File: src/hw/rtl/humidity_sensor_frame_decoder_top_macros.svh
// assertion macros shared by the decoder modules
`ifndef HUMIDITY_SENSOR_FRAME_DECODER_TOP_MACROS_SVH
`define HUMIDITY_SENSOR_FRAME_DECODER_TOP_MACROS_SVH

`ifndef SYNTHESIS
`define HSFD_ASSERT(lbl, clk, rst_n, prop) \
  lbl: assert property (@(posedge clk) disable iff (!rst_n) prop) \
    else $error("hsfd assertion failed");
`define HSFD_ASSERT_NEVER(lbl, clk, rst_n, cond) \
  lbl: assert property (@(posedge clk) disable iff (!rst_n) !(cond)) \
    else $error("hsfd forbidden condition seen");
`else
`define HSFD_ASSERT(lbl, clk, rst_n, prop)
`define HSFD_ASSERT_NEVER(lbl, clk, rst_n, cond)
`endif

`endif

File: src/hw/rtl/hsfd_pkg.sv
`timescale 1ns / 1ps

package hsfd_pkg;

  localparam logic [7:0] CRC_INIT = 8'hFF;
  localparam logic [7:0] CRC_POLY = 8'h31;

  localparam logic [2:0] POS_FIRST_HI   = 3'd0;
  localparam logic [2:0] POS_FIRST_LO   = 3'd1;
  localparam logic [2:0] POS_FIRST_CRC  = 3'd2;
  localparam logic [2:0] POS_SECOND_HI  = 3'd3;
  localparam logic [2:0] POS_SECOND_LO  = 3'd4;
  localparam logic [2:0] POS_SECOND_CRC = 3'd5;

  localparam logic [1:0] STAT_OK         = 2'd0;
  localparam logic [1:0] STAT_FIRST_BAD  = 2'd1;
  localparam logic [1:0] STAT_SECOND_BAD = 2'd2;

  localparam logic [14:0] TEMP_SCALE  = 15'd17500;
  localparam logic [13:0] HUM_SCALE   = 14'd10000;
  localparam logic [14:0] TEMP_OFFSET = 15'd4500;
  localparam logic [16:0] FULL_SCALE  = 17'd65535;

  localparam int TPROD_W = 31;
  localparam int HPROD_W = 30;

  typedef struct packed {
    logic        is_status;
    logic [1:0]  check_status;
    logic [15:0] first_word;
    logic [15:0] second_word;
  } hsfd_frame_t;

  // msb first, no final xor
  function automatic logic [7:0] crc8_byte(input logic [7:0] crc_in, input logic [7:0] b);
    logic [7:0] c;
    c = crc_in ^ b;
    for (int k = 0; k < 8; k++) begin
      if (c[7]) begin
        c = {c[6:0], 1'b0} ^ CRC_POLY;
      end else begin
        c = {c[6:0], 1'b0};
      end
    end
    return c;
  endfunction

endpackage

File: src/hw/rtl/hsfd_front.sv
`timescale 1ns / 1ps
`include "humidity_sensor_frame_decoder_top_macros.svh"

module hsfd_front import hsfd_pkg::*; (
  input  logic        clk,
  input  logic        rst_n,
  input  logic        cfg_wr_en,
  input  logic        cfg_wr_data,
  input  logic        in_tvalid,
  output logic        in_tready,
  input  logic [7:0]  in_tdata,
  input  logic        in_tuser,
  input  logic        push_ready,
  output logic        push_valid,
  output hsfd_frame_t push_frame
);

  logic        kind_r;
  logic [2:0]  pos_r, pos_nxt;
  logic [7:0]  crc_r, crc_nxt;
  logic [7:0]  hold_r, hold_nxt;
  logic [15:0] first_r, first_nxt;
  logic [15:0] second_r, second_nxt;
  logic        bad_r, bad_nxt;

  logic        accept;
  logic        resync;
  logic [2:0]  eff_pos;
  logic [7:0]  eff_crc;
  logic        eff_bad;
  logic [7:0]  crc_in;
  logic [7:0]  crc_upd;
  logic [15:0] word;
  logic        byte_bad;

  assign in_tready = push_ready;
  assign accept    = in_tvalid & push_ready;

  always_comb begin
    resync   = in_tuser || (pos_r > POS_SECOND_CRC) || (kind_r && (pos_r > POS_FIRST_CRC));
    eff_pos  = resync ? POS_FIRST_HI : pos_r;
    eff_crc  = resync ? CRC_INIT : crc_r;
    eff_bad  = resync ? 1'b0 : bad_r;
    crc_in   = ((eff_pos == POS_FIRST_HI) || (eff_pos == POS_SECOND_HI)) ? CRC_INIT : eff_crc;
    crc_upd  = crc8_byte(crc_in, in_tdata);
    word     = {hold_r, in_tdata};
    byte_bad = (eff_crc != in_tdata);

    pos_nxt    = pos_r;
    crc_nxt    = crc_r;
    hold_nxt   = hold_r;
    first_nxt  = first_r;
    second_nxt = second_r;
    bad_nxt    = bad_r;
    push_valid = 1'b0;
    push_frame = '{is_status: 1'b0, check_status: STAT_OK,
                   first_word: first_r, second_word: second_r};

    if (accept) begin
      case (eff_pos)
        POS_FIRST_HI, POS_SECOND_HI: begin
          crc_nxt  = crc_upd;
          hold_nxt = in_tdata;
          bad_nxt  = eff_bad;
          pos_nxt  = eff_pos + 3'd1;
        end
        POS_FIRST_LO: begin
          crc_nxt   = crc_upd;
          first_nxt = word;
          bad_nxt   = eff_bad;
          pos_nxt   = POS_FIRST_CRC;
        end
        POS_SECOND_LO: begin
          crc_nxt    = crc_upd;
          second_nxt = word;
          bad_nxt    = eff_bad;
          pos_nxt    = POS_SECOND_CRC;
        end
        POS_FIRST_CRC: begin
          crc_nxt = CRC_INIT;
          if (!kind_r) begin
            bad_nxt = byte_bad;
            pos_nxt = POS_SECOND_HI;
          end else begin
            bad_nxt    = 1'b0;
            pos_nxt    = POS_FIRST_HI;
            push_valid = 1'b1;
            push_frame = '{is_status: 1'b1,
                           check_status: byte_bad ? STAT_FIRST_BAD : STAT_OK,
                           first_word: first_r, second_word: 16'd0};
          end
        end
        default: begin
          // second crc, end of measurement frame
          crc_nxt    = CRC_INIT;
          bad_nxt    = 1'b0;
          pos_nxt    = POS_FIRST_HI;
          push_valid = 1'b1;
          push_frame = '{is_status: 1'b0,
                         check_status: eff_bad ? STAT_FIRST_BAD :
                                       (byte_bad ? STAT_SECOND_BAD : STAT_OK),
                         first_word: first_r, second_word: second_r};
        end
      endcase
    end
  end

  always_ff @(posedge clk) begin
    if (!rst_n) begin
      kind_r   <= 1'b0;
      pos_r    <= POS_FIRST_HI;
      crc_r    <= CRC_INIT;
      hold_r   <= 8'd0;
      first_r  <= 16'd0;
      second_r <= 16'd0;
      bad_r    <= 1'b0;
    end else begin
      if (cfg_wr_en) begin
        kind_r <= cfg_wr_data;
      end
      pos_r    <= pos_nxt;
      crc_r    <= crc_nxt;
      hold_r   <= hold_nxt;
      first_r  <= first_nxt;
      second_r <= second_nxt;
      bad_r    <= bad_nxt;
    end
  end

  `HSFD_ASSERT(a_pos_in_range, clk, rst_n, pos_r <= POS_SECOND_CRC)
  `HSFD_ASSERT(a_push_at_crc, clk, rst_n,
    push_valid |-> ((eff_pos == POS_FIRST_CRC) || (eff_pos == POS_SECOND_CRC)))

endmodule

File: src/hw/rtl/hsfd_queue.sv
`timescale 1ns / 1ps
`include "humidity_sensor_frame_decoder_top_macros.svh"

module hsfd_queue import hsfd_pkg::*; #(
  parameter int DEPTH = 4
) (
  input  logic        clk,
  input  logic        rst_n,
  input  logic        push_valid,
  output logic        push_ready,
  input  hsfd_frame_t push_frame,
  output logic        pop_valid,
  input  logic        pop_ready,
  output hsfd_frame_t pop_frame
);

  localparam int PTR_W = $clog2(DEPTH);
  localparam int CNT_W = $clog2(DEPTH + 1);
  localparam logic [PTR_W-1:0] PTR_LAST = PTR_W'(DEPTH - 1);
  localparam logic [CNT_W-1:0] CNT_FULL = CNT_W'(DEPTH);

  hsfd_frame_t      entry_r [DEPTH];
  logic [PTR_W-1:0] wr_ptr_r, wr_ptr_nxt;
  logic [PTR_W-1:0] rd_ptr_r, rd_ptr_nxt;
  logic [CNT_W-1:0] count_r, count_nxt;
  logic             do_push, do_pop;

  assign push_ready = (count_r != CNT_FULL);
  assign pop_valid  = (count_r != '0);
  assign pop_frame  = entry_r[rd_ptr_r];
  assign do_push    = push_valid & push_ready;
  assign do_pop     = pop_valid & pop_ready;

  always_comb begin
    wr_ptr_nxt = wr_ptr_r;
    rd_ptr_nxt = rd_ptr_r;
    count_nxt  = count_r;
    if (do_push) begin
      wr_ptr_nxt = (wr_ptr_r == PTR_LAST) ? '0 : wr_ptr_r + PTR_W'(1);
    end
    if (do_pop) begin
      rd_ptr_nxt = (rd_ptr_r == PTR_LAST) ? '0 : rd_ptr_r + PTR_W'(1);
    end
    case ({do_push, do_pop})
      2'b10:   count_nxt = count_r + CNT_W'(1);
      2'b01:   count_nxt = count_r - CNT_W'(1);
      default: count_nxt = count_r;
    endcase
  end

  always_ff @(posedge clk) begin
    if (!rst_n) begin
      wr_ptr_r <= '0;
      rd_ptr_r <= '0;
      count_r  <= '0;
    end else begin
      wr_ptr_r <= wr_ptr_nxt;
      rd_ptr_r <= rd_ptr_nxt;
      count_r  <= count_nxt;
    end
  end

  always_ff @(posedge clk) begin
    if (do_push) begin
      entry_r[wr_ptr_r] <= push_frame;
    end
  end

  `HSFD_ASSERT(a_count_bound, clk, rst_n, count_r <= CNT_FULL)
  `HSFD_ASSERT(a_ptr_gap, clk, rst_n,
    ((count_r == '0) || (count_r == CNT_FULL)) |-> (wr_ptr_r == rd_ptr_r))

endmodule

File: src/hw/rtl/hsfd_back.sv
`timescale 1ns / 1ps
`include "humidity_sensor_frame_decoder_top_macros.svh"

module hsfd_back import hsfd_pkg::*; (
  input  logic        clk,
  input  logic        rst_n,
  input  logic        pop_valid,
  output logic        pop_ready,
  input  hsfd_frame_t pop_frame,
  output logic        out_tvalid,
  input  logic        out_tready,
  output logic [63:0] out_tdata
);

  logic                 s1_valid_r;
  hsfd_frame_t          s1_frame_r;
  logic [TPROD_W-1:0]   tprod_r;
  logic [HPROD_W-1:0]   hprod_r;
  logic                 out_valid_r;
  logic [63:0]          out_data_r, out_data_nxt;

  logic                 s2_load;
  logic                 s1_load;
  logic [14:0]          t_quo;
  logic [16:0]          t_rem;
  logic [14:0]          t_val;
  logic [13:0]          h_quo;
  logic [16:0]          h_rem;
  logic [13:0]          h_val;
  logic signed [14:0]   temp_centi;
  logic [13:0]          hum_centi;

  assign s2_load   = s1_valid_r && (!out_valid_r || out_tready);
  assign pop_ready = !s1_valid_r || s2_load;
  assign s1_load   = pop_valid && pop_ready;

  // divide by 65535: quotient from the high half, one correction step
  always_comb begin
    t_quo = tprod_r[TPROD_W-1:16];
    t_rem = {1'b0, tprod_r[15:0]} + {2'b00, t_quo};
    t_val = t_quo + ((t_rem >= FULL_SCALE) ? 15'd1 : 15'd0);
    h_quo = hprod_r[HPROD_W-1:16];
    h_rem = {1'b0, hprod_r[15:0]} + {3'b000, h_quo};
    h_val = h_quo + ((h_rem >= FULL_SCALE) ? 14'd1 : 14'd0);
    if (s1_frame_r.is_status) begin
      temp_centi = '0;
      hum_centi  = '0;
    end else begin
      temp_centi = $signed(t_val - TEMP_OFFSET);
      hum_centi  = h_val;
    end
    out_data_nxt = {1'b0, hum_centi, temp_centi, s1_frame_r.second_word,
                    s1_frame_r.first_word, s1_frame_r.check_status};
  end

  always_ff @(posedge clk) begin
    if (!rst_n) begin
      s1_valid_r  <= 1'b0;
      out_valid_r <= 1'b0;
    end else begin
      if (pop_ready) begin
        s1_valid_r <= pop_valid;
      end
      if (s2_load) begin
        out_valid_r <= 1'b1;
      end else if (out_tready) begin
        out_valid_r <= 1'b0;
      end
    end
  end

  always_ff @(posedge clk) begin
    if (s1_load) begin
      s1_frame_r <= pop_frame;
      tprod_r    <= TPROD_W'(pop_frame.first_word) * TPROD_W'(TEMP_SCALE);
      hprod_r    <= HPROD_W'(pop_frame.second_word) * HPROD_W'(HUM_SCALE);
    end
    if (s2_load) begin
      out_data_r <= out_data_nxt;
    end
  end

  assign out_tvalid = out_valid_r;
  assign out_tdata  = out_data_r;

  `HSFD_ASSERT(a_stage_kept, clk, rst_n,
    (s1_valid_r && out_valid_r && !out_tready) |=> s1_valid_r)
  `HSFD_ASSERT_NEVER(a_no_take_when_full, clk, rst_n,
    s1_load && s1_valid_r && !s2_load)

endmodule

File: src/hw/rtl/humidity_sensor_frame_decoder_top.sv
// Sensor frame decoder. Takes one received byte per item on the in_ channel
// (restart flag in in_tuser) and one item per clock while the frame queue has
// room; each CRC-8 (poly 0x31, init 0xFF) is checked in the cycle its byte
// arrives. The last byte of a frame (sixth for a measurement frame, third for
// a status frame, chosen by cfg_wr_data) queues one frame record; the record
// then passes a multiply stage and a divide-by-65535 stage; it is held in the
// queue, then the multiply stage register, then the output register on out_.
// Results flow at one per cycle while out_tready is high; with out_tready low
// the output register, the multiply stage and the queue of QUEUE_DEPTH frames
// (2 or more) fill before in_tready drops.
`timescale 1ns / 1ps

module humidity_sensor_frame_decoder_top import hsfd_pkg::*; #(
  parameter int QUEUE_DEPTH = 4
) (
  input  logic        clk,
  input  logic        rst_n,
  input  logic        cfg_wr_en,
  input  logic        cfg_wr_data,  // frame_kind
  input  logic        in_tvalid,
  output logic        in_tready,
  input  logic [7:0]  in_tdata,     // data_byte
  input  logic        in_tuser,     // restart
  output logic        out_tvalid,
  input  logic        out_tready,
  // check_status[1:0], first_word[17:2], second_word[33:18],
  // temperature_centi[48:34], humidity_centi[62:49], zero[63]
  output logic [63:0] out_tdata
);

  logic        push_valid, push_ready;
  hsfd_frame_t push_frame;
  logic        pop_valid, pop_ready;
  hsfd_frame_t pop_frame;

  hsfd_front u_front (
    .clk        (clk),
    .rst_n      (rst_n),
    .cfg_wr_en  (cfg_wr_en),
    .cfg_wr_data(cfg_wr_data),
    .in_tvalid  (in_tvalid),
    .in_tready  (in_tready),
    .in_tdata   (in_tdata),
    .in_tuser   (in_tuser),
    .push_ready (push_ready),
    .push_valid (push_valid),
    .push_frame (push_frame)
  );

  hsfd_queue #(
    .DEPTH(QUEUE_DEPTH)
  ) u_queue (
    .clk       (clk),
    .rst_n     (rst_n),
    .push_valid(push_valid),
    .push_ready(push_ready),
    .push_frame(push_frame),
    .pop_valid (pop_valid),
    .pop_ready (pop_ready),
    .pop_frame (pop_frame)
  );

  hsfd_back u_back (
    .clk       (clk),
    .rst_n     (rst_n),
    .pop_valid (pop_valid),
    .pop_ready (pop_ready),
    .pop_frame (pop_frame),
    .out_tvalid(out_tvalid),
    .out_tready(out_tready),
    .out_tdata (out_tdata)
  );

endmodule
File: config.mk
export PLATFORM = sky130hd
export DESIGN_NAME = humidity_sensor_frame_decoder_top
export DESIGN_NICKNAME = d
export VERILOG_FILES = /design/src/hw/rtl/hsfd_pkg.sv /design/src/hw/rtl/hsfd_front.sv /design/src/hw/rtl/hsfd_queue.sv /design/src/hw/rtl/hsfd_back.sv /design/src/hw/rtl/humidity_sensor_frame_decoder_top.sv
export VERILOG_INCLUDE_DIRS = /design/src /design/src/hw/rtl
export SDC_FILE = /design/constraint.sdc
export NUM_CORES = 1
export LEC_CHECK = 0
export BUFFER_PORTS_ARGS = -buffer_cell sky130_fd_sc_hd__buf_4
export CAP_MARGIN = 15
export CORE_ASPECT_RATIO = 1.4
export CORE_MARGIN = 5
export CORE_UTILIZATION = 48
export CTS_CLUSTER_SIZE = 20
export DETAILED_ROUTE_END_ITERATION = 6
export HOLD_SLACK_MARGIN = 0.06
export PLACE_DENSITY_LB_ADDON = 0.15
export SKIP_LAST_GASP = 1
export SYNTH_ARGS = -nofsm -noshare
export SYNTH_HDL_FRONTEND = slang
export SYNTH_HIERARCHICAL = 1
export SYNTH_SLANG_ARGS = --single-unit
File: constraint.sdc
create_clock -name clk -period 6.6 [get_ports clk]
set_input_delay 1.32 -clock clk [delete_from_list [all_inputs] [get_ports clk]]
set_output_delay 1.32 -clock clk [all_outputs]
set_load 0.02 [all_outputs]
* Word-level counts from Yosys, hierarchy flattened
Memory sizes are Yosys's and may differ from the RTL's. A register that Yosys moved wholly into a read port is not among the register bits. Cells that the tools add are included.
Operators by class: shift operators 0, equality and inequality tests 10, bitwise operators 12, $mul 2, magnitude comparators 4, divide/modulo/power cells 0, add/sub/neg operators 10, multiplexer cells 37, reductions and logical operators 19
Operators by type and width (count):
- 2-to-1 mux 35 bit | 2
- one-hot mux 35 bit (2 select lines) | 1
- 2-to-1 mux 6 bit | 8
- greater-or-equal comparator 17 x 16 -> 1 bit, second input constant | 2
- multiplier 16 x 13 -> 29 bit, second input constant | 1
- multiplier 16 x 10 -> 26 bit, second input constant | 1
- 2-to-1 mux 8 bit | 3
- NOT 3 bit | 8
- adder 16 x 14 -> 17 bit | 1
- adder 16 x 15 -> 17 bit | 1
- adder 15 bit | 1
- subtractor 15 x 13 -> 15 bit, second input constant | 1
- adder 14 bit | 1
- 2-to-1 mux 2 bit | 7
- one-hot mux 3 bit (4 select lines) | 1
- 2-to-1 mux 1 bit | 11
- inequality test 8 bit | 1
- XOR 8 bit | 1
- adder 3 x 1 -> 3 bit, second input constant | 2
- equality test 2 bit, second input constant | 3
- equality test 3 x 2 -> 1 bit, second input constant | 2
- one-hot mux 3 bit (2 select lines) | 1
- AND reduction 2 bit | 3
- logical OR 1 bit | 5
- 18 further kinds | 26
Word-level totals: bits in read-only memories 0, bits in writable memories 140, memories 1, output and inout port bits 66, latch bits 0, bits in registers 215
Memories:
- u_queue.entry_r | words 4, bits a word 35, rd ports 1, clocked after memory_dff 1, write ports 1, RTL line hsfd_queue.sv:22 | hsfd_frame_t entry_r [DEPTH];

* Logic depth before layout (Yosys ltp)
Gate-level depths: netlist of run 1.
depth after elaboration 25, depth in mapped cells 23

* Hierarchy
The synthesis of run 1 kept the hierarchy.
By module, submodules not included:
- hsfd_back | sequential area each 4484.3 um^2, instances 1, cells each 1073, area an instance 12082.8 um^2
- hsfd_queue | sequential area each 4384.2 um^2, instances 1, cells each 239, area an instance 5540.3 um^2
- hsfd_front | sequential area each 1061.0 um^2, instances 1, cells each 361, area an instance 2934.1 um^2

* Least setup slack after synthesis of run 1
Ideal clock, no wire load.
path kind reg2reg, start point register (tool-made name), end point register u_back.tprod_r[23], data pin, setup slack 1.000 ns, cell stages (with the launch flop) 22, setup time 0.271 ns, path buffers 2, period minus slack after synthesis 5.600 ns, arrival time 5.329 ns, cell sequence dfxtp_1 -> buf_2 -> buf_4 -> mux4_2 -> ha_1 -> inv_1 -> fa_1 -> inv_1 -> ha_1 -> fa_1 -> inv_1 -> fa_1 -> inv_1 -> ha_1 -> a21o_1 -> a21o_1 -> a21oi_1 -> nand2_1 -> a211o_1 -> a21oi_2 -> mux2i_1 -> o2111ai_1
RTL lines:
- end signal, assigned | RTL line hsfd_back.sv:75 | tprod_r <= TPROD_W'(pop_frame.first_word) * TPROD_W'(TEMP_SCALE);
- end, declared | RTL line hsfd_back.sv:17 | logic [TPROD_W-1:0] tprod_r;

==> flow_metrics.tcl, run 1 <==
set metrics [dict create \
    vias 12300 \
    ctsLongestPathBuffers 3 \
    end_kind "register" \
    worstMarginPinSlew_ns 1.01 \
    hp-class "reg2reg" \
    reg2reg_slack_ns 0.57 \
    fp.dieH_um 255 \
    dr.pass1.iters 4 \
    start_kind "register" \
    fin_worst_skew_ns 0.0107 \
    ys_seq_area_share_pct 48.3 \
    cts_num_sinks 352 \
    grt_pass1_vias 12800 \
    critical_path_class "reg2reg" \
    diodes 0 \
    antenna_found_initial 0 \
    clk_pin_slew_ns 0.06 \
    post_cts_buffers 0 \
    grt_usage_pct 17.4 \
    ant_nets 0 \
    worst_r2r_endpoint "u_back/hprod_r[28]" \
    routed_wirelength_mm 40.2 \
    drive_gt1_share_pct 12.2 \
    core_um2 42300 \
    num_rows 89 \
    async_flop_share_pct 0 \
    max_cap_viol_count 0 \
    gp_congestion 0.892 \
    cp.arrival_ns 6.30 \
    setup_slack_ns 0.573 \
    endpoint "u_back/hprod_r[28]" \
    setup_violations 0 \
    tns_ns 0 \
    fin_crit_sh_pct 91.3 \
    finalHoldViolations 0 \
    start_util_pct 48.6 \
    first_iter_violations 574 \
    synth_top_flop_cell "edfxtp_1" \
    ioPinCount 81 \
    fin_crit_ns 6.03 \
    htree_num_levels 2 \
    final-max-slew-violation-count 0 \
    max-slew-margin-rel_pct 32.6 \
    post-place-ws_ns 0.529 \
    drc_errors 0 \
    ctsHoldBuffers 0 \
    hpwl_mm 30.0 \
    portBuffers 79 \
    outcome "complete, no violations" \
    die_w_um 185 \
    syn_inst 1673 \
    grt_start_max_net_pins 72 \
    syn_nets 1976 \
    synth_edf_count 288 \
    ys_seq_elements 352 \
    cts_buffers 36 \
    syn_to_final_growth_pct 11.2 \
    clockRootBuffer "clkbuf_16" \
    fin_nets 2059 \
    syn_area_per_cell_um2 12.3 \
    netlist_area_um2 20600 \
    cp_max_fo 15 \
    clkLatencyLatePin_ns 0.53 \
    yosysWarningCount 6 \
    ctsResizeCount 0 \
    cts_tree "built" \
    grt_remaining_overflow 0 \
    ys_types 88 \
    max_freq_ghz 0.166 \
    wl_per_cell_um 17.3 \
    rr_worst_depth 20 \
    grt_pass1_wl_mm 66.0 \
    die-area_um2 47100 \
    hold_path_depth 0 \
    rsz0062_at_grt "no" \
    viasPerCell 5.29 \
    cp.required_ns 6.87 \
]
==> state kept, by name, summed over array words and instances, names as in the netlist, named ones only <==
signal and count:
u_queue/entry_r 140, u_back/out_tdata 63, u_back/out_data_nxt 34, u_back/tprod_r 28, u_back/hprod_r 22, u_front/first_r 16
u_front/second_r 16, u_front/crc_r 8, u_front/hold_r 8, u_front/pos_r 3, u_queue/count_r 3, u_queue/rd_ptr_r 2
u_queue/wr_ptr_r 2, u_back/out_tvalid 1, u_back/s1_frame_r 1, u_back/s1_valid_r 1, u_front/bad_r 1, u_front/kind_r 1
==> area by class of cell <==
type	instances	area [µm²]
timing repair buffer	90	688
clock inverter	20	188
inverter	242	908
tap	546	683
clock buffer	43	937
multi-input combinational	1034	9520
sequential	352	9930
fill	3712	19500
==> cell families after synthesis <==
| logic type | synth area share (%) |
|---|---|
| mux | 4.47 |
| simple gates | 8.56 |
| compound gates | 8.61 |
| xor+xnor | 4.05 |
| other cells | 0.0182 |
| fa+ha+maj | 20.6 |
| buf+inv | 5.42 |
| flops | 48.3 |
==> per-layer routing <==
metal	vias to the layer above	track usage [%]	share of wire, %
li1	6058	-	-
met1	5978	21.3	41
met2	190	31.8	52
met3	73	2.30	3.3
met4	0	5.92	3.3
met5	-	0	0
==> layout by cell type (no fill, tap or decap), types with 6 or more instances in the layout <==
| cell | synthesis | routed |
|---|---|---|
| nor3_1 | 15 | 15 |
| xor2_1 | 35 | 35 |
| o21ai_1 | 8 | 8 |
| edfxtp_1 | 288 | 288 |
| and3_1 | 17 | 17 |
| o21bai_1 | 7 | 7 |
| xnor2_1 | 60 | 60 |
| clkbuf_1 | 32 | 6 |
| a21o_1 | 27 | 27 |
| o21ai_0 | 33 | 33 |
| and2_1 | 8 | 7 |
| nor2b_1 | 41 | 40 |
| nand3_1 | 28 | 28 |
| a21boi_0 | 30 | 30 |
| o21a_1 | 15 | 15 |
| a21oi_1 | 58 | 58 |
| dfxtp_1 | 64 | 63 |
| ha_1 | 205 | 205 |
| inv_1 | 242 | 242 |
| fa_1 | 83 | 83 |
| mux2i_1 | 12 | 12 |
| a31oi_1 | 13 | 13 |
| clkbuf_16 | 0 | 36 |
| nor2_1 | 59 | 59 |
| buf_4 | 5 | 89 |
| nand2_1 | 114 | 114 |
| mux4_2 | 35 | 35 |
| o22ai_1 | 6 | 6 |
| nand4_1 | 8 | 8 |
==> worst min path at each step <==
stage,start,to,slack (ns)
3_5_place_dp,u_back/out_data_nxt[10],u_back/out_tdata[10],0.41
2_1_floorplan,u_back/out_data_nxt[0],u_back/out_tdata[0],0.40
5_1_grt,u_back/out_data_nxt[1],u_back/out_tdata[1],0.42
3_3_place_gp,u_back/out_data_nxt[11],u_back/out_tdata[11],0.40
4_1_cts,u_back/out_data_nxt[10],u_back/out_tdata[10],0.41
6_report,u_back/out_data_nxt[31],u_back/out_tdata[31],0.42
==> through the flow <==
stage | instance area, µm² | hold slack [ns] | std cells | util [%]
final | 22900 | 0.420 | 2327 | 54.0
after global routing | 22900 | 0.424 | 2327 | 54.0
after CTS | 22900 | 0.413 | 2326 | 54.0
after detailed placement | 21700 | 0.406 | 2263 | 51.3
after global placement | 21700 | 0.404 | 2263 | 51.3
after floorplan | 20600 | 0.400 | 1673 | -
==> cell usage after synthesis (6+ instances only) <==
master	n	area share (%)
and2_1	8	0.24
o22ai_1	6	0.18
o21a_1	15	0.55
o21ai_1	8	0.19
nand2_1	114	2.1
o21bai_1	7	0.26
nand4_1	8	0.24
nand3_1	28	0.68
o21ai_0	33	0.80
ha_1	205	12
edfxtp_1	288	42
nor3_1	15	0.37
a21boi_0	30	1.1
a21oi_1	58	1.4
mux2i_1	12	0.58
fa_1	83	8.1
xor2_1	35	1.5
mux4_2	35	3.8
a31oi_1	13	0.40
nor2b_1	41	1.2
nor2_1	59	1.1
a21o_1	27	0.99
clkbuf_1	32	0.58
xnor2_1	60	2.6
inv_1	242	4.4
dfxtp_1	64	6.2
and3_1	17	0.52
==> worst max-delay path, stage by stage, from the launching register on <==
cell     delay [ns]
dfxtp_2        0.62
buf_4          0.40
mux4_2         0.61
inv_1          0.19
fa_1           0.41
inv_1          0.06
ha_1           0.23
fa_1           0.48
ha_1           0.29
inv_1          0.05
fa_1           0.51
inv_1          0.05
ha_1           0.36
and3_1         0.24
a31oi_1        0.17
o21ai_0        0.11
a41oi_1        0.26
a21oi_1        0.19
a31oi_1        0.26
o21ai_0        0.13
xor2_1         0.15
Power of run 1 is not shown: default switching activity piles up to over one toggle a cycle in this logic, so the estimate is an artifact.
==> run 2: changes to the inputs <==
--- a/config.mk
+++ b/config.mk
@@ -6,6 +6,7 @@
 export SDC_FILE = /design/constraint.sdc
 export NUM_CORES = 1
 export LEC_CHECK = 0
+export ABC_AREA = 1
 export BUFFER_PORTS_ARGS = -buffer_cell sky130_fd_sc_hd__buf_4
 export CAP_MARGIN = 15
 export CORE_ASPECT_RATIO = 1.4
==> run 2 against run 1 <==
  * Global-route usage is 2.9 points higher
  * Maximum frequency is 8.1% higher
  * Final area is 6.0% higher
  * First-iteration DRC count is 11% higher
  * Clock skew is 0.0090 ns higher
  * Final cell count is 28% higher
  * Synthesized cell count is 36% higher
  * Register-to-register slack better by 0.45 ns
  * Wire length is 25% higher
  * Die area is 4.9% higher
  * Non-clock buffer count is 22 higher
  * Critical path type unchanged
==> flow_metrics.tcl, run 2 <==
set metrics [dict create \
    outcome "complete, no violations" \
    regMostFlops "u_queue/entry_r" \
    fin_crit_sh_pct 84.5 \
    dr.pass1.iters 5 \
    crit_chain "inv_4 > o21ai_0 > o22ai_1 > ha_1 > inv_1 > fa_1 > inv_1 > ha_1 > fa_1 > inv_1 > fa_1 > inv_1 > ha_1 > a21oi_1 > o21ai_0 > a21oi_1 > o21ai_1 > and2_1 > o21bai_1 > nand2_1" \
    grt_pass1_wl_mm 80.3 \
    clkLatencyLatePin_ns 0.55 \
    ys_types 57 \
    yosys-top-cells-area "edfxtp_1, ha_1, fa_1" \
    final_cell_mix "inv_1, nand2_1, edfxtp_1, ha_1, nor2_1" \
    setup_violations 0 \
    seq_area_um2 9930 \
    ctsHoldBuffers 0 \
    die-area_um2 49400 \
    ant_nets 0 \
    ioPinCount 81 \
    grt_pass1_vias 15600 \
    syn_area_per_cell_um2 9.51 \
    multi_input_area_um2 9900 \
    grt_remaining_overflow 0 \
    final_common_cell "inv_1" \
    hpwl_mm 38.3 \
    ys_seq_elements 352 \
    first_iter_violations 636 \
    yosysTopAreaCell "edfxtp_1" \
    gp_congestion 0.916 \
    post-place-ws_ns 1.01 \
    max_cap_viol_count 0 \
    critPathMostFrequentCell "inv_1" \
    post_cts_buffers 0 \
    syn_nets 2576 \
    end_kind "register" \
    fin_crit_ns 5.58 \
    portBuffers 79 \
    num_rows 92 \
    cp_slowest_cell "o22ai_1" \
    netlist_area_um2 21600 \
    clk_pin_slew_ns 0.06 \
    cts_buffers 38 \
    worst-path-buf-inv 5 \
    start_util_pct 48.3 \
    core_um2 44800 \
    cts_tree "built" \
    htree_num_levels 2 \
    start_kind "register" \
    yosysWarningCount 6 \
    critical_path_class "reg2reg" \
    diodes 0 \
    viasPerCell 5.14 \
    fin_worst_skew_ns 0.0197 \
    async_flop_share_pct 0 \
    final-max-slew-violation-count 0 \
    cpPeakStageDelay_ns 0.65 \
    grt_usage_pct 20.3 \
    rsz0062_at_grt "no" \
    syn_to_final_growth_pct 12.1 \
    antenna_found_initial 0 \
    worstMarginPinSlew_ns 1.12 \
    syn_inst 2273 \
    cp.required_ns 6.88 \
    cp_max_fo 61 \
    ys_top_cells_by_count "inv_1, nand2_1, edfxtp_1" \
    drc_errors 0 \
    path_delay_family "adder cells" \
    cts_num_sinks 352 \
    yosysMostFrequentCell "inv_1" \
    fp.dieH_um 261 \
    wl_per_cell_um 16.9 \
    cp.arrival_ns 5.86 \
    drive_gt1_share_pct 9.34 \
    hp-class "reg2reg" \
    synth_top_area_share_pct 40.0 \
    max_freq_ghz 0.179 \
    whs_ns 0.412 \
    finalHoldViolations 0 \
    routed_wirelength_mm 50.2 \
    synth_edf_count 288 \
    num-fill-cells 4020 \
    ctsResizeCount 0 \
    synth_top_flop_cell "edfxtp_1" \
    max-slew-margin-rel_pct 25.3 \
    die_w_um 189 \
    ctsLongestPathBuffers 3 \
    tns_ns 0 \
    clockRootBuffer "clkbuf_16" \
    setup_slack_ns 1.02 \
    largest_reg_flops 140 \
    ys_seq_area_share_pct 46.0 \
    fin_nets 2686 \
    vias 15300 \
    grt_start_max_net_pins 71 \
]
-- run 2: cell count changes in the layout (fill, tap and decap cells not counted), moves of 30 or more --
cell / before / now
nor2_1: 59 / 199
xnor2_1: 60 / 10
nor2b_1: 40 / 0
inv_1: 242 / 415
o22ai_1: 6 / 36
a21oi_1: 58 / 134
nand3_1: 28 / 97
mux4_2: 35 / 0
o21ai_0: 33 / 121
nand2_1: 114 / 384
-- run 2: path summary, 6_finish.rpt --
check,from,slack (ns),cells past startpoint,to
setup / recovery,register,1.02,20,u_back/tprod_r[23]
hold / removal,u_back/out_data_nxt[9],0.41,0,u_back/out_tdata[9]
setup reg to reg,register,1.02,20,u_back/tprod_r[23]
hold reg to reg,u_back/out_data_nxt[9],0.41,0,u_back/out_tdata[9]
-- run 2: per-layer routing --
layer  wire (µm)  track usage, %  up-vias
li1            -               -     7714
met1       20300            23.2     7269
met2       27400            40.1      234
met3        1390            2.23       70
met4        1160            5.19        0
met5           0               0        -
-- run 2: cells by family (layout without fill, tap and decap cells) --
kind of cell	Yosys count	after routing	synth area share [%]
xor+xnor	44	44	1.85
compound gates	355	355	8.85
mux	1	1	0.0463
flops	352	352	46.0
fa+ha+maj	288	288	19.6
buf+inv	465	601	8.43
simple gates	767	767	15.3
other cells	1	1	0.0174
-- run 2: layout make-up --
| type | instances | area share, % |
|---|---|---|
| Multi-Input combinational cell | 1456 | 40.9 |
| Clock inverter | 22 | 0.987 |
| Inverter | 423 | 6.57 |
| Tap cell | 564 | 2.91 |
| Sequential cell | 352 | 41.0 |
| Timing Repair Buffer | 112 | 3.57 |
| Clock buffer | 44 | 4.10 |
-- run 2: stage by stage --
step	instances	utilization [%]	cell area (µm²)
detailed placement	2907	51.3	23000
finish	2973	54.1	24200
global placement	2907	51.3	23000
global route	2973	54.1	24200
floorplan	2273	-	21600
CTS	2973	54.1	24200
Power of run 2 is left out for the same reason.
==> run 3: changes to the inputs <==
==> constraint.sdc (replaced) <==
create_clock -name clk -period 5.2 [get_ports clk]
set_input_delay 1.04 -clock clk [delete_from_list [all_inputs] [get_ports clk]]
set_output_delay 1.04 -clock clk [all_outputs]
set_load 0.02 [all_outputs]
==> run 3 against run 2 <==
  * Global-route usage decreased by 0.33 points
  * Clock skew increased by 0.00096 ns
  * Via count increased by 0.94%
  * Critical path depth increased by 2
  * Worst setup slack got worse by 0.78 ns
  * Core utilization increased by 1.2 points
  * Sequential share of layout area decreased by 0.85 points
  * Die area unchanged
  * Worst hold slack improved by 0.0044 ns
  * Largest cell class is now multi-input combinational cells
==> flow_metrics.tcl, run 3 (same netlist as run 2, synthesis figures left out) <==
set metrics [dict create \
    final-max-slew-violation-count 0 \
    hold_end "u_back/out_tdata[22]" \
    fp.dieH_um 261 \
    rsz0062_at_grt "yes" \
    grt_start_max_net_pins 86 \
    worst_r2r_endpoint "u_back/hprod_r[29]" \
    post_cts_buffers 0 \
    outcome "complete, no violations" \
    first_iter_violations 581 \
    drive_gt1_share_pct 12.0 \
    max_freq_ghz 0.202 \
    ioPinCount 81 \
    cts_buffers 38 \
    antenna_found_initial 0 \
    crit_chain "clkinv_8 > buf_4 > o21ai_0 > o22ai_2 > buf_4 > fa_1 > ha_1 > inv_1 > fa_1 > inv_1 > ha_1 > inv_1 > fa_1 > inv_1 > ha_1 > nand2_1 > inv_1 > nand2_1 > nand2_1 > o21ai_0 > nand3_1 > xor2_1" \
    setup_violations 0 \
    end_kind "register" \
    fin_crit_sh_pct 95.3 \
    num-fill-cells 3986 \
    cp.depth 22 \
    worst-path-buf-inv 8 \
    cp.arrival_ns 5.24 \
    cpPeakStageDelay_ns 0.52 \
    hold_path_depth 0 \
    core_um2 44800 \
    cp_max_fo 33 \
    die_w_um 189 \
    utilization_pct 55.3 \
    hp-class "reg2reg" \
    cts_tree "built" \
    final_common_cell "inv_1" \
    regMostFlops "u_queue/entry_r" \
    viasPerCell 5.11 \
    ctsLongestPathBuffers 3 \
    start_kind "register" \
    cp_slowest_cell "fa_1" \
    critPathMostFrequentCell "inv_1" \
    final_cells 3017 \
    fin_nets 2730 \
    dr.pass1.iters 5 \
    grt_usage_pct 20.0 \
    hpwl_mm 38.1 \
    routed_wirelength_mm 48.8 \
    wl_per_cell_um 16.2 \
    tns_ns 0 \
    clk_pin_slew_ns 0.06 \
    worstMarginPinSlew_ns 0.736 \
    rr_worst_depth 22 \
    path_delay_family "adder cells" \
    max-slew-margin-rel_pct 50.9 \
    fin_crit_ns 4.95 \
    grt_pass1_wl_mm 79.7 \
    grt_remaining_overflow 0 \
    gp_congestion 0.904 \
    critical_path_class "reg2reg" \
    final_cell_mix "inv_1, nand2_1, edfxtp_1, ha_1, nor2_1" \
    syn_to_final_growth_pct 14.5 \
    drc_errors 0 \
    finalHoldViolations 0 \
    clockRootBuffer "clkbuf_16" \
    vias 15400 \
    largest_reg_flops 140 \
    worstHoldStart "u_back/out_data_nxt[22]" \
    htree_num_levels 2 \
    setup_slack_ns 0.246 \
    ctsHoldBuffers 0 \
    ant_nets 0 \
    max_cap_viol_count 0 \
    num_rows 92 \
    cp.required_ns 5.48 \
    reg2reg_slack_ns 0.25 \
    grt_pass1_vias 15700 \
    dp_cells 2951 \
    cts_num_sinks 352 \
    start_util_pct 48.3 \
    die-area_um2 49400 \
    clkLatencyLatePin_ns 0.54 \
    portBuffers 79 \
    fin_worst_skew_ns 0.0207 \
    diodes 0 \
    post-place-ws_ns -0.0926 \
]
-- run 3: cell count changes in the layout (fill, tap and decap cells not counted), moves of 4 or more --
cell,delta
a21oi_1,-7
a21oi_2,+6
buf_4,+41
clkbuf_1,+4
clkinv_2,-6
ha_1,-4
ha_2,+4
nor2_1,-4
nor2_2,+4
o22ai_1,-7
o22ai_2,+7
-- run 3: layout make-up --
type	count	area (µm²)	share of cell area (%)
Clock buffer	49	1030	4.18
Clock inverter	17	214	0.865
Inverter	423	1600	6.47
Multi-Input combinational cell	1456	10000	40.6
Sequential cell	352	9930	40.1
Tap cell	564	706	2.85
Timing Repair Buffer	156	1210	4.90
-- run 3: how the worst max path moves through the flow --
stage	start	slack, ns	to
after floorplan	register	0.46	u_back/tprod_r[23]
after global placement	register	-0.09	u_back/hprod_r[28]
after detailed placement	register	-0.09	u_back/hprod_r[28]
after CTS	register	0.008	u_back/hprod_r[28]
after global routing	register	-0.04	u_back/hprod_r[29]
final	register	0.25	u_back/hprod_r[29]
-- run 3: layer usage --
metal	GRT usage (%)	vias to the layer above	share of wire (%)
li1	-	7818	-
met1	23.0	7285	40
met2	38.2	248	54
met3	2.29	80	3.1
met4	7.08	0	3.3
met5	0	-	0
-- run 3: timing repair --
action | CTS | global route
pin swaps | 0 | 1
gates resized for setup | 1 | 41
endpoints found under the setup margin | 3 | 27
-- run 3: per-stage QoR --
| step | instance area, µm² | hold WS [ns] |
|---|---|---|
| finish | 24700 | 0.416 |
| global route | 24700 | 0.423 |
| CTS | 24600 | 0.418 |
| detailed placement | 23300 | 0.405 |
| global placement | 23300 | 0.402 |
| floorplan | 21600 | 0.400 |
Power of run 3 is left out for the same reason.
